`src/rtl/bdc_pkg.sv`:
```
`default_nettype none
// ----------------------------------------------------------------------------
// bdc_pkg
// Types, calendar tables and helper functions for the BCD date/time codec.
// ----------------------------------------------------------------------------
package bdc_pkg;

  typedef struct packed {
    logic        func;
    logic [7:0]  year_bcd;
    logic [7:0]  month_bcd;
    logic [7:0]  day_bcd;
    logic [7:0]  hour_bcd;
    logic [7:0]  minute_bcd;
    logic [7:0]  second_bcd;
    logic [31:0] seconds_in;
  } bdc_in_t;

  typedef struct packed {
    logic [31:0] seconds_out;
    logic [7:0]  out_year_bcd;
    logic [7:0]  out_month_bcd;
    logic [7:0]  out_day_bcd;
    logic [7:0]  out_hour_bcd;
    logic [7:0]  out_minute_bcd;
    logic [7:0]  out_second_bcd;
    logic        range_error;
  } bdc_out_t;

  localparam int unsigned NumMonths = 12;

  localparam logic [8:0] MonthStartCommon [NumMonths] = '{
    9'd0, 9'd31, 9'd59, 9'd90, 9'd120, 9'd151,
    9'd181, 9'd212, 9'd243, 9'd273, 9'd304, 9'd334
  };
  localparam logic [8:0] MonthStartLeap [NumMonths] = '{
    9'd0, 9'd31, 9'd60, 9'd91, 9'd121, 9'd152,
    9'd182, 9'd213, 9'd244, 9'd274, 9'd305, 9'd335
  };

  // Reciprocals for the constant divisions (floor for the corrected ones,
  // ceiling for the exact ones).
  localparam logic [25:0] RecipDay   = 26'd50903316; // 2^35 / 675
  localparam logic [15:0] RecipQuad  = 16'd45933;    // 2^26 / 1461
  localparam logic [17:0] RecipHour  = 18'd149131;   // 2^29 / 3600
  localparam logic [12:0] RecipMin   = 13'd4370;     // 2^18 / 60
  localparam logic [16:0] SecsPerDay = 17'd86400;
  localparam logic [10:0] DaysPerQuad = 11'd1461;

  function automatic logic [8:0] month_start(input logic leap, input logic [3:0] idx);
    logic [8:0] val;
    val = 9'd0;
    if (idx < 4'(NumMonths)) begin
      val = leap ? MonthStartLeap[idx] : MonthStartCommon[idx];
    end
    return val;
  endfunction

  function automatic logic [7:0] bcd_dec(input logic [7:0] b);
    return 8'({4'd0, b[7:4]} * 8'd10) + {4'd0, b[3:0]};
  endfunction

  // Values below 100 only: tens by multiply-shift.
  function automatic logic [7:0] bcd_enc(input logic [6:0] v);
    logic [14:0] prod;
    logic [3:0]  tens;
    logic [6:0]  ones;
    prod = 15'(v) * 15'd205;
    tens = prod[14:11];
    ones = v - 7'(tens * 4'd10);
    return {tens, ones[3:0]};
  endfunction

endpackage
`default_nettype wire

```
`src/rtl/bcd_datetime_epoch_seconds_codec.sv`:
```
`default_nettype none
// Throughput: one beat per cycle while out_ready_i does not stall the result,
// set by an eight-stage pipeline of constant multiplies and compares; each
// stage advances while it is empty or its successor advances. Reset clears
// all valid bits; no clearing pass.
// ----------------------------------------------------------------------------
// bcd_datetime_epoch_seconds_codec
// BCD calendar fields to and from seconds since the start of year 2000.
// ----------------------------------------------------------------------------
module bcd_datetime_epoch_seconds_codec
  import bdc_pkg::*;
#(
  parameter int unsigned YEAR_SPAN = 100
) (
  input  wire logic     clk_i,
  input  wire logic     rst_ni,
  input  wire logic     in_valid_i,
  output logic          in_ready_o,
  input  wire bdc_in_t  in_data_i,
  output logic          out_valid_o,
  input  wire logic     out_ready_i,
  output bdc_out_t      out_data_o
);

  localparam logic [15:0] DayLimit = 16'(YEAR_SPAN * 365 + (YEAR_SPAN + 3) / 4);
  localparam int unsigned NumStages = 7;

  typedef struct packed {
    logic        func;
    logic        bad_month;
    logic [7:0]  hour;
    logic [7:0]  minute;
    logic [7:0]  second;
    logic [31:0] acc;
    logic [31:0] secs_in;
    logic [50:0] prod_day;
    logic [15:0] days;
    logic [17:0] rem;
    logic        range_err;
    logic [31:0] prod_quad;
    logic [34:0] prod_hour;
    logic [5:0]  quad;
    logic [11:0] quad_rem;
    logic [4:0]  hr;
    logic [11:0] rem_hour;
    logic [1:0]  yr_in_quad;
    logic [8:0]  doy;
    logic [24:0] prod_min;
    logic [7:0]  year;
    logic [3:0]  month;
    logic [5:0]  mday;
    logic [5:0]  mn;
    logic [5:0]  sc;
  } pipe_t;

  pipe_t    st_q [NumStages];
  pipe_t    st_d [NumStages];
  logic     vld_q [NumStages];
  logic     en    [NumStages];
  logic     out_vld_q;
  logic     out_en;
  bdc_out_t out_q, out_d;

  // Stage enables ripple back from the output register.
  always_comb begin
    out_en = !out_vld_q || out_ready_i;
    en[NumStages-1] = !vld_q[NumStages-1] || out_en;
    for (int i = NumStages - 2; i >= 0; i--) begin
      en[i] = !vld_q[i] || en[i+1];
    end
  end

  assign in_ready_o = en[0];

  // Stage 1: decode, day count, day reciprocal product
  always_comb begin
    logic [7:0] y, m, d;
    logic [8:0] ms;
    st_d[0] = '0;
    y  = bcd_dec(in_data_i.year_bcd);
    m  = bcd_dec(in_data_i.month_bcd);
    d  = bcd_dec(in_data_i.day_bcd);
    ms = month_start(y[1:0] == 2'd0, 4'(m - 8'd1));
    st_d[0].func      = in_data_i.func;
    st_d[0].bad_month = (m == 8'd0) || (m > 8'd12);
    st_d[0].hour      = bcd_dec(in_data_i.hour_bcd);
    st_d[0].minute    = bcd_dec(in_data_i.minute_bcd);
    st_d[0].second    = bcd_dec(in_data_i.second_bcd);
    st_d[0].acc       = 32'(17'(y) * 17'd365 + 17'((9'(y) + 9'd3) >> 2)
                          + 17'(ms) + 17'(8'(d - 8'd1)));
    st_d[0].secs_in   = in_data_i.seconds_in;
    st_d[0].prod_day  = 51'(in_data_i.seconds_in[31:7]) * 51'(RecipDay);
  end

  // Stage 2: hours; estimated day count and remainder
  always_comb begin
    logic [15:0] q;
    st_d[1] = st_q[0];
    q = st_q[0].prod_day[50:35];
    st_d[1].acc  = 32'(st_q[0].acc * 32'd24) + 32'(st_q[0].hour);
    st_d[1].days = q;
    st_d[1].rem  = 18'(st_q[0].secs_in - 32'(q) * 32'(SecsPerDay));
  end

  // Stage 3: minutes; correct the day estimate, range check
  always_comb begin
    logic [15:0] days;
    st_d[2] = st_q[1];
    st_d[2].acc = 32'(st_q[1].acc * 32'd60) + 32'(st_q[1].minute);
    days = st_q[1].days;
    if (st_q[1].rem >= 18'(SecsPerDay)) begin
      days = days + 16'd1;
      st_d[2].rem = st_q[1].rem - 18'(SecsPerDay);
    end
    st_d[2].days      = days;
    st_d[2].range_err = days >= DayLimit;
  end

  // Stage 4: seconds; four-year block and hour products
  always_comb begin
    st_d[3] = st_q[2];
    st_d[3].acc       = 32'(st_q[2].acc * 32'd60) + 32'(st_q[2].second);
    st_d[3].prod_quad = 32'(st_q[2].days) * 32'(RecipQuad);
    st_d[3].prod_hour = 35'(st_q[2].rem[16:0]) * 35'(RecipHour);
  end

  // Stage 5: block estimate, hour and seconds within the hour
  always_comb begin
    logic [5:0] a;
    logic [4:0] h;
    st_d[4] = st_q[3];
    a = st_q[3].prod_quad[31:26];
    h = st_q[3].prod_hour[33:29];
    st_d[4].quad     = a;
    st_d[4].quad_rem = 12'(st_q[3].days - 16'(a) * 16'(DaysPerQuad));
    st_d[4].hr       = h;
    st_d[4].rem_hour = 12'(st_q[3].rem[16:0] - 17'(h) * 17'd3600);
  end

  // Stage 6: correct the block, split into year and day of year
  always_comb begin
    logic [11:0] r;
    st_d[5] = st_q[4];
    r = st_q[4].quad_rem;
    if (r >= 12'(DaysPerQuad)) begin
      st_d[5].quad = st_q[4].quad + 6'd1;
      r = r - 12'(DaysPerQuad);
    end
    // The block opens with the leap year.
    if (r < 12'd366) begin
      st_d[5].yr_in_quad = 2'd0;
      st_d[5].doy = 9'(r);
    end else if (r < 12'd731) begin
      st_d[5].yr_in_quad = 2'd1;
      st_d[5].doy = 9'(r - 12'd366);
    end else if (r < 12'd1096) begin
      st_d[5].yr_in_quad = 2'd2;
      st_d[5].doy = 9'(r - 12'd731);
    end else begin
      st_d[5].yr_in_quad = 2'd3;
      st_d[5].doy = 9'(r - 12'd1096);
    end
    st_d[5].prod_min = 25'(st_q[4].rem_hour) * 25'(RecipMin);
  end

  // Stage 7: year, month search, minute and second
  always_comb begin
    logic       leap;
    logic [3:0] cnt;
    logic [5:0] mn;
    st_d[6] = st_q[5];
    leap = st_q[5].yr_in_quad == 2'd0;
    cnt  = 4'd0;
    for (int i = 1; i < NumMonths; i++) begin
      if (st_q[5].doy >= month_start(leap, 4'(i))) cnt = cnt + 4'd1;
    end
    mn = st_q[5].prod_min[23:18];
    st_d[6].year  = {st_q[5].quad, 2'b00} + 8'(st_q[5].yr_in_quad);
    st_d[6].month = cnt + 4'd1;
    st_d[6].mday  = 6'(st_q[5].doy - month_start(leap, cnt) + 9'd1);
    st_d[6].mn    = mn;
    st_d[6].sc    = 6'(st_q[5].rem_hour - 12'(mn) * 12'd60);
  end

  // Stage 8: select direction and encode
  always_comb begin
    pipe_t p;
    p = st_q[NumStages-1];
    out_d = '0;
    if (!p.func) begin
      out_d.range_error = p.bad_month;
      out_d.seconds_out = p.bad_month ? 32'd0 : p.acc;
    end else begin
      out_d.range_error = p.range_err;
      if (!p.range_err) begin
        out_d.out_year_bcd   = bcd_enc(p.year[6:0]);
        out_d.out_month_bcd  = bcd_enc(7'(p.month));
        out_d.out_day_bcd    = bcd_enc(7'(p.mday));
        out_d.out_hour_bcd   = bcd_enc(7'(p.hr));
        out_d.out_minute_bcd = bcd_enc(7'(p.mn));
        out_d.out_second_bcd = bcd_enc(7'(p.sc));
      end
    end
  end

  always_ff @(posedge clk_i or negedge rst_ni) begin
    if (!rst_ni) begin
      for (int i = 0; i < NumStages; i++) vld_q[i] <= 1'b0;
      out_vld_q <= 1'b0;
    end else begin
      if (en[0]) vld_q[0] <= in_valid_i;
      for (int i = 1; i < NumStages; i++) begin
        if (en[i]) vld_q[i] <= vld_q[i-1];
      end
      if (out_en) out_vld_q <= vld_q[NumStages-1];
    end
  end

  always_ff @(posedge clk_i) begin
    for (int i = 0; i < NumStages; i++) begin
      if (en[i]) st_q[i] <= st_d[i];
    end
    if (out_en) out_q <= out_d;
  end

  assign out_valid_o = out_vld_q;
  assign out_data_o  = out_q;

endmodule
`default_nettype wire

```
`config.mk`:
```
export PLATFORM = sky130hd
export DESIGN_NAME = bcd_datetime_epoch_seconds_codec
export DESIGN_NICKNAME = d
export VERILOG_FILES = /design/src/rtl/bdc_pkg.sv /design/src/rtl/bcd_datetime_epoch_seconds_codec.sv
export SDC_FILE = /design/constraint.sdc
export NUM_CORES = 2
export LEC_CHECK = 0
export BUFFER_PORTS_ARGS = -buffer_cell sky130_fd_sc_hd__buf_2
export CAP_MARGIN = 40
export CORE_AREA = 4 4 259 388
export CTS_BUF_LIST = sky130_fd_sc_hd__clkbuf_2 sky130_fd_sc_hd__clkbuf_4 sky130_fd_sc_hd__clkbuf_8
export CTS_CLUSTER_DIAMETER = 200
export DETAILED_ROUTE_END_ITERATION = 8
export DIE_AREA = 0 0 263 392
export GPL_ROUTABILITY_DRIVEN = 0
export PLACE_DENSITY = 0.77
export SLEW_MARGIN = 30
export SYNTH_ARGS = -nofsm -noshare
export SYNTH_HDL_FRONTEND = slang
export SYNTH_SLANG_ARGS = --single-unit
```
`constraint.sdc`:
```
create_clock -name clk_i -period 31.7 [get_ports clk_i]
set_input_delay 9.51 -clock clk_i [delete_from_list [all_inputs] [get_ports clk_i]]
set_output_delay 9.51 -clock clk_i [all_outputs]
set_load 0.05 [all_outputs]
```
## Word level (Yosys, flattened, before mapping)

Memory sizes are Yosys's and may differ from the RTL's.
Index checks and enable logic that the tools add are counted.

- RAM bits: 2408
- ROM bits: 576
- Register bits after elaboration: 89
- Memories: 5
- Output and inout bits: 83
- Word-level logic and storage cells: 204
- Input bits: 85

Memory list:

| memory | depth | width | read ports | clocked after memory_dff | write ports | line | source |
|---|---|---|---|---|---|---|---|
| st_q | 7 | 344 | 7 | 0 | 7 | bcd_datetime_epoch_seconds_codec.sv:56 | `pipe_t st_q [NumStages];` |
| (name not given) | 16 | 9 | 1 | 0 | 0 | bdc_pkg.sv:54 | `val = leap ? MonthStartLeap[idx] : MonthStartCommon[idx];` |
| (name not given) | 16 | 9 | 1 | 0 | 0 | bdc_pkg.sv:54 |  |
| (name not given) | 16 | 9 | 1 | 0 | 0 | bdc_pkg.sv:54 |  |
| (name not given) | 16 | 9 | 1 | 0 | 0 | bdc_pkg.sv:54 |  |

- Bitwise gates (word level): 3
- Magnitude comparators: 22
- Multipliers: 30
- Muxes and demuxes: 55
- Add/subtract/negate cells: 46
- Reduce and logical (&&, ||, !) cells: 22

Operators with widths:

| operator | number |
|---|---|
| adder 32 x 8 -> 32 bit | 3 |
| multiplier 32 x 4 -> 30 bit (second input constant) | 2 |
| two-way mux 9 bit | 6 |
| multiplier 25 x 24 -> 49 bit (second input constant) | 1 |
| adder 8 x 4 -> 8 bit | 6 |
| two-way mux 4 bit | 11 |
| multiplier 4 x 3 -> 7 bit (second input constant) | 6 |
| multiplier 6 x 8 -> 14 bit (second input constant) | 3 |
| two-way mux 6 bit | 7 |
| adder 4 x 1 -> 4 bit (second input constant) | 10 |
| >= comparator 9 x 8 -> 1 bit | 4 |
| multiplier 17 x 18 -> 35 bit (second input constant) | 1 |
| multiplier 16 x 16 -> 32 bit (second input constant) | 1 |
| multiplier 32 x 2 -> 29 bit (second input constant) | 1 |
| >= comparator 9 bit | 3 |
| multiplier 12 x 12 -> 24 bit (second input constant) | 1 |
| subtractor 12 bit | 2 |
| subtractor 4 bit | 6 |
| two-way mux 11 bit | 2 |
| two-way mux 1 bit | 21 |
| adder 19 x 8 -> 20 bit | 1 |
| adder 18 x 9 -> 19 bit | 1 |
| adder 17 x 7 -> 18 bit | 1 |
| >= comparator 18 x 17 -> 1 bit (second input constant) | 1 |
| 50 further kinds | 77 |

## Depth between registers and ports, before layout

An unclocked memory read counts as a cell.

- Depth after elaboration: 31
- Gate-level depth with buffers: 48

## Least setup slack after synthesis

OpenSTA, ideal clock, no wires.

- Path kind: input to output
- From: in out_ready_i
- To: out in_ready_o
- Data arrival time: 16441 ps
- Setup slack: 5749 ps
- Stages: 6
- Buffers on the path: 0
- Path through: nor2b_1 -> nand3_1 -> nor2_1 -> nand3_1 -> inv_1 -> nand3_1

RTL lines:

| item | line | source |
|---|---|---|
| from (decl) | bcd_datetime_epoch_seconds_codec.sv:21 | `input wire logic out_ready_i,` |
| to (decl) | bcd_datetime_epoch_seconds_codec.sv:18 | `output logic in_ready_o,` |

==> impl_metrics.py <==
metrics = {
    "synthesis": {
        "synth-main-ff-cell": "edfxtp_1",
        "syn_area_per_cell_um2": 11.6,
        "yosys.cell_types.count": 100,
        "synth_edf_count": 579,
        "yosys_warnings": 0,
        "synthAdderAreaFrac": 0.430,
        "synthMuxAreaShare": 0.00216,
        "ys_ff_latch": 587,
        "seq_area_frac_synth": 0.303,
        "synthesis.area_um2": 58000,
        "synthArstFlopShare": 0.0136,
        "synthSimpleGateAreaFrac": 0.0660,
        "synth_compound_area_frac": 0.0797,
        "synth_cells": 4991,
        "synth-xor-area-share": 0.0592,
        "synth_top_family_by_area": "adder cells",
    },
    "worst_setup_path": {
        "path_common_cell": "nand3_4",
        "critPathLaunch": "out_ready_i",
        "cpPeakStageDelay_ns": 0.58,
        "worst_ep_required_time_ns": 22.19,
        "rr_startpoint": "st_q[5][65]",
        "slowest_stage": "nand3_4",
        "cp-start-kind": "primary input",
        "cp_max_fo": 46,
        "arrival_ns": 12.48,
        "worstPathCellList": "buf_2, nor2b_1, nand3_4, nor2_1, nand3_4, inv_1, nand3_4, buf_2",
        "worstReg2RegEnd": "st_q[6][17]",
        "worst-setup-path-type": "in -> out",
        "worst_r2r_path_depth": 45,
        "crit_path_end_kind": "output pin",
        "rrSetupSlack_ns": 20.65,
    },
    "global_routing": {
        "grt_pass1_vias": 39100,
        "grt_first_pass_wirelength_mm": 183,
        "grt_overflow": 0,
        "grt_antenna_before_repair": 6,
        "grt_max_degree": 70,
        "grt_usage": 0.214,
    },
    "sta": {
        "max-slew-margin-rel": 0.463,
        "setup_ws_ns": 9.71,
        "whs_ns": 0.407,
        "setup-tns-final_ns": 0,
        "worst_pin_slew_ns": 0.805,
        "clock_skew_ns": 0.0309,
        "final-hold-violation-count": 0,
        "setup_viol_count_final": 0,
        "slew_violations": 0,
        "rsz0062_at_grt": "false",
        "timing.final.crit_share": 0.694,
        "max_freq_ghz": 0.0455,
        "min_period_ns": 21.99,
    },
    "cells_and_area": {
        "area_growth_pct": 7.75,
        "fillers": 7405,
        "stdcell_area_um2": 62500,
        "drive_gt1_frac": 0.0725,
        "layout.nets": 6974,
    },
    "hold_path": {
        "min_from": "st_q[5][289]",
        "worstHoldPathCells": 0,
        "hp-class": "reg -> reg",
        "min_to": "st_q[6][289]",
    },
    "placed_design": {
        "dpl_cell_area_um2": 60400,
        "portBuffers": 159,
        "pre_cts_ws_ns": 9.70,
        "post-dp-hpwl_mm": 88.6,
    },
    "die": {
        "core_um2": 97000,
        "rows": 140,
        "die_w_um": 263,
        "die_h_um": 392,
        "die-area_um2": 103000,
        "boundaryPins": 168,
        "start_util": 0.597,
    },
    "drt": {
        "dr.pass1.iters": 5,
        "vias_per_cell": 5.51,
        "vias": 36200,
        "post_drt_wl_per_cell_um": 16.3,
        "ant_nets": 0,
        "route.detailed.drc": 0,
        "routed_wl_mm": 107,
        "drt-initial-drc-count": 1630,
    },
    "clock_network": {
        "clkSlewWorstSetupHoldPaths_ns": 0.08,
        "cts_sinks": 587,
        "numCtsBuffers": 89,
        "root_buffer": "clkbuf_8",
        "cts_max_level": 3,
        "ctsResizeCount": 0,
        "clk_latency_ns": 0.72,
        "hold_buffers": 0,
        "post_cts_buffers": 0,
        "cts_tree": "done",
        "clk_path_buf_depth": 3,
    },
    "run": {
        "cap_violations": 0,
    },
    "status": {
        "status": "finished clean",
    },
}
==> flip-flops by register name, summed over array words and instances, names as in the netlist <==
name,flops
out_data_o,73
st_q,506
out_valid_o,1
vld_q,7
==> per-stage QoR <==
stage,instances,util
floorplan,4998,-
global placement,6401,0.622
detailed placement,6406,0.623
CTS,6569,0.643
global route,6572,0.644
finish,6575,0.644
==> per-layer routing <==
metal  vias to the layer above  GRT usage  share of wire
li1                      17700          -              -
met2                       737      0.410           0.53
met5                         -          0        0.00032
met1                     17500      0.237           0.38
met4                         4     0.0887          0.046
met3                       296     0.0319          0.040
==> worst max-delay path, delay by kind of cell <==
family | cells | cell delay [ns]
simple gates | 5 | 2.11
buf+inv | 3 | 0.82
==> cells by family (layout without fill, tap and decap cells) <==
logic type                 Yosys count  after routing
buffers and inverters              905           1200
adders and majority gates         1668           1668
xor gates and xnor gates           381            381
DFF                                587            587
muxes                               12             12
other                                1             12
AOI/OAI and AO/OA                  697            697
and+or+nand+nor                    740            740
==> cell usage after synthesis, drive strengths merged (5+ instances only) <==
master | n | area [um2]
ha | 1124 | 14100
inv | 863 | 3240
edfxtp | 579 | 17400
fa | 544 | 10900
xnor2 | 254 | 2230
a21oi | 196 | 988
nor2 | 172 | 653
nand2 | 143 | 537
o21ai | 121 | 609
xor2 | 121 | 1060
a21o | 111 | 833
nand3 | 63 | 315
nor2b | 57 | 357
and2 | 52 | 325
nor3 | 51 | 260
nand2b | 46 | 288
o21a | 41 | 308
o21bai | 41 | 308
or2 | 31 | 194
nand4 | 28 | 175
a211oi | 22 | 170
clkbuf | 22 | 83.8
and3 | 21 | 131
or3 | 20 | 130
buf | 19 | 108
o211ai | 18 | 140
a31oi | 17 | 106
nor4 | 15 | 93.8
o31ai | 15 | 118
a21boi | 13 | 97.6
a221oi | 10 | 87.6
a211o | 9 | 78.8
and4 | 8 | 70.1
dfrtp | 8 | 200
mux2i | 8 | 80.1
nor4b | 7 | 61.3
a22oi | 6 | 45.0
o31a | 6 | 52.6
xnor3 | 6 | 138
a311oi | 5 | 43.8
a31o | 5 | 43.8
a41o | 5 | 50.1
or4 | 5 | 41.3
==> cell usage in the layout (no fill, tap or decap), types with 14 or more instances in the layout <==
cell type / instances
edfxtp_1: 579
ha_1: 1124
nand2b_1: 45
clkbuf_8: 95
a21o_1: 111
o211ai_1: 17
a211oi_1: 21
o21bai_1: 41
and2_1: 52
a31oi_1: 16
fa_1: 544
or3_1: 19
o31ai_1: 14
a21oi_1: 194
inv_1: 860
buf_2: 159
xnor2_1: 253
xor2_1: 121
o21ai_0: 114
or2_2: 26
o21a_1: 41
clkinv_1: 18
nand4_1: 28
nor2b_1: 57
clkbuf_4: 19
nand3_1: 60
nor4_1: 15
nor2_1: 171
and3_1: 21
nor3_1: 50
nand2_1: 140
==> worst max path at each step <==
stage | end | slack, ns | cells after the start
2_1_floorplan | in_ready_o | 5.75 | 6
3_3_place_gp | in_ready_o | 9.70 | 8
3_5_place_dp | in_ready_o | 9.70 | 8
4_1_cts | in_ready_o | 9.66 | 8
5_1_grt | in_ready_o | 9.44 | 8
6_report | in_ready_o | 9.71 | 8
==> area by class of cell <==
class | count | area, um2 | area share
clock inverter | 49 | 537 | 0.00859
multi-input combinational | 3506 | 37100 | 0.593
clock buffer | 114 | 1450 | 0.0232
sequential | 587 | 17600 | 0.282
antenna | 4 | 10.0 | 0.000160
timing repair buffer | 173 | 991 | 0.0159
inverter | 864 | 3240 | 0.0519
tap | 1278 | 1600 | 0.0256
Power is not shown: default switching activity piles up to over one toggle a cycle in this logic, so the estimate is an artifact.
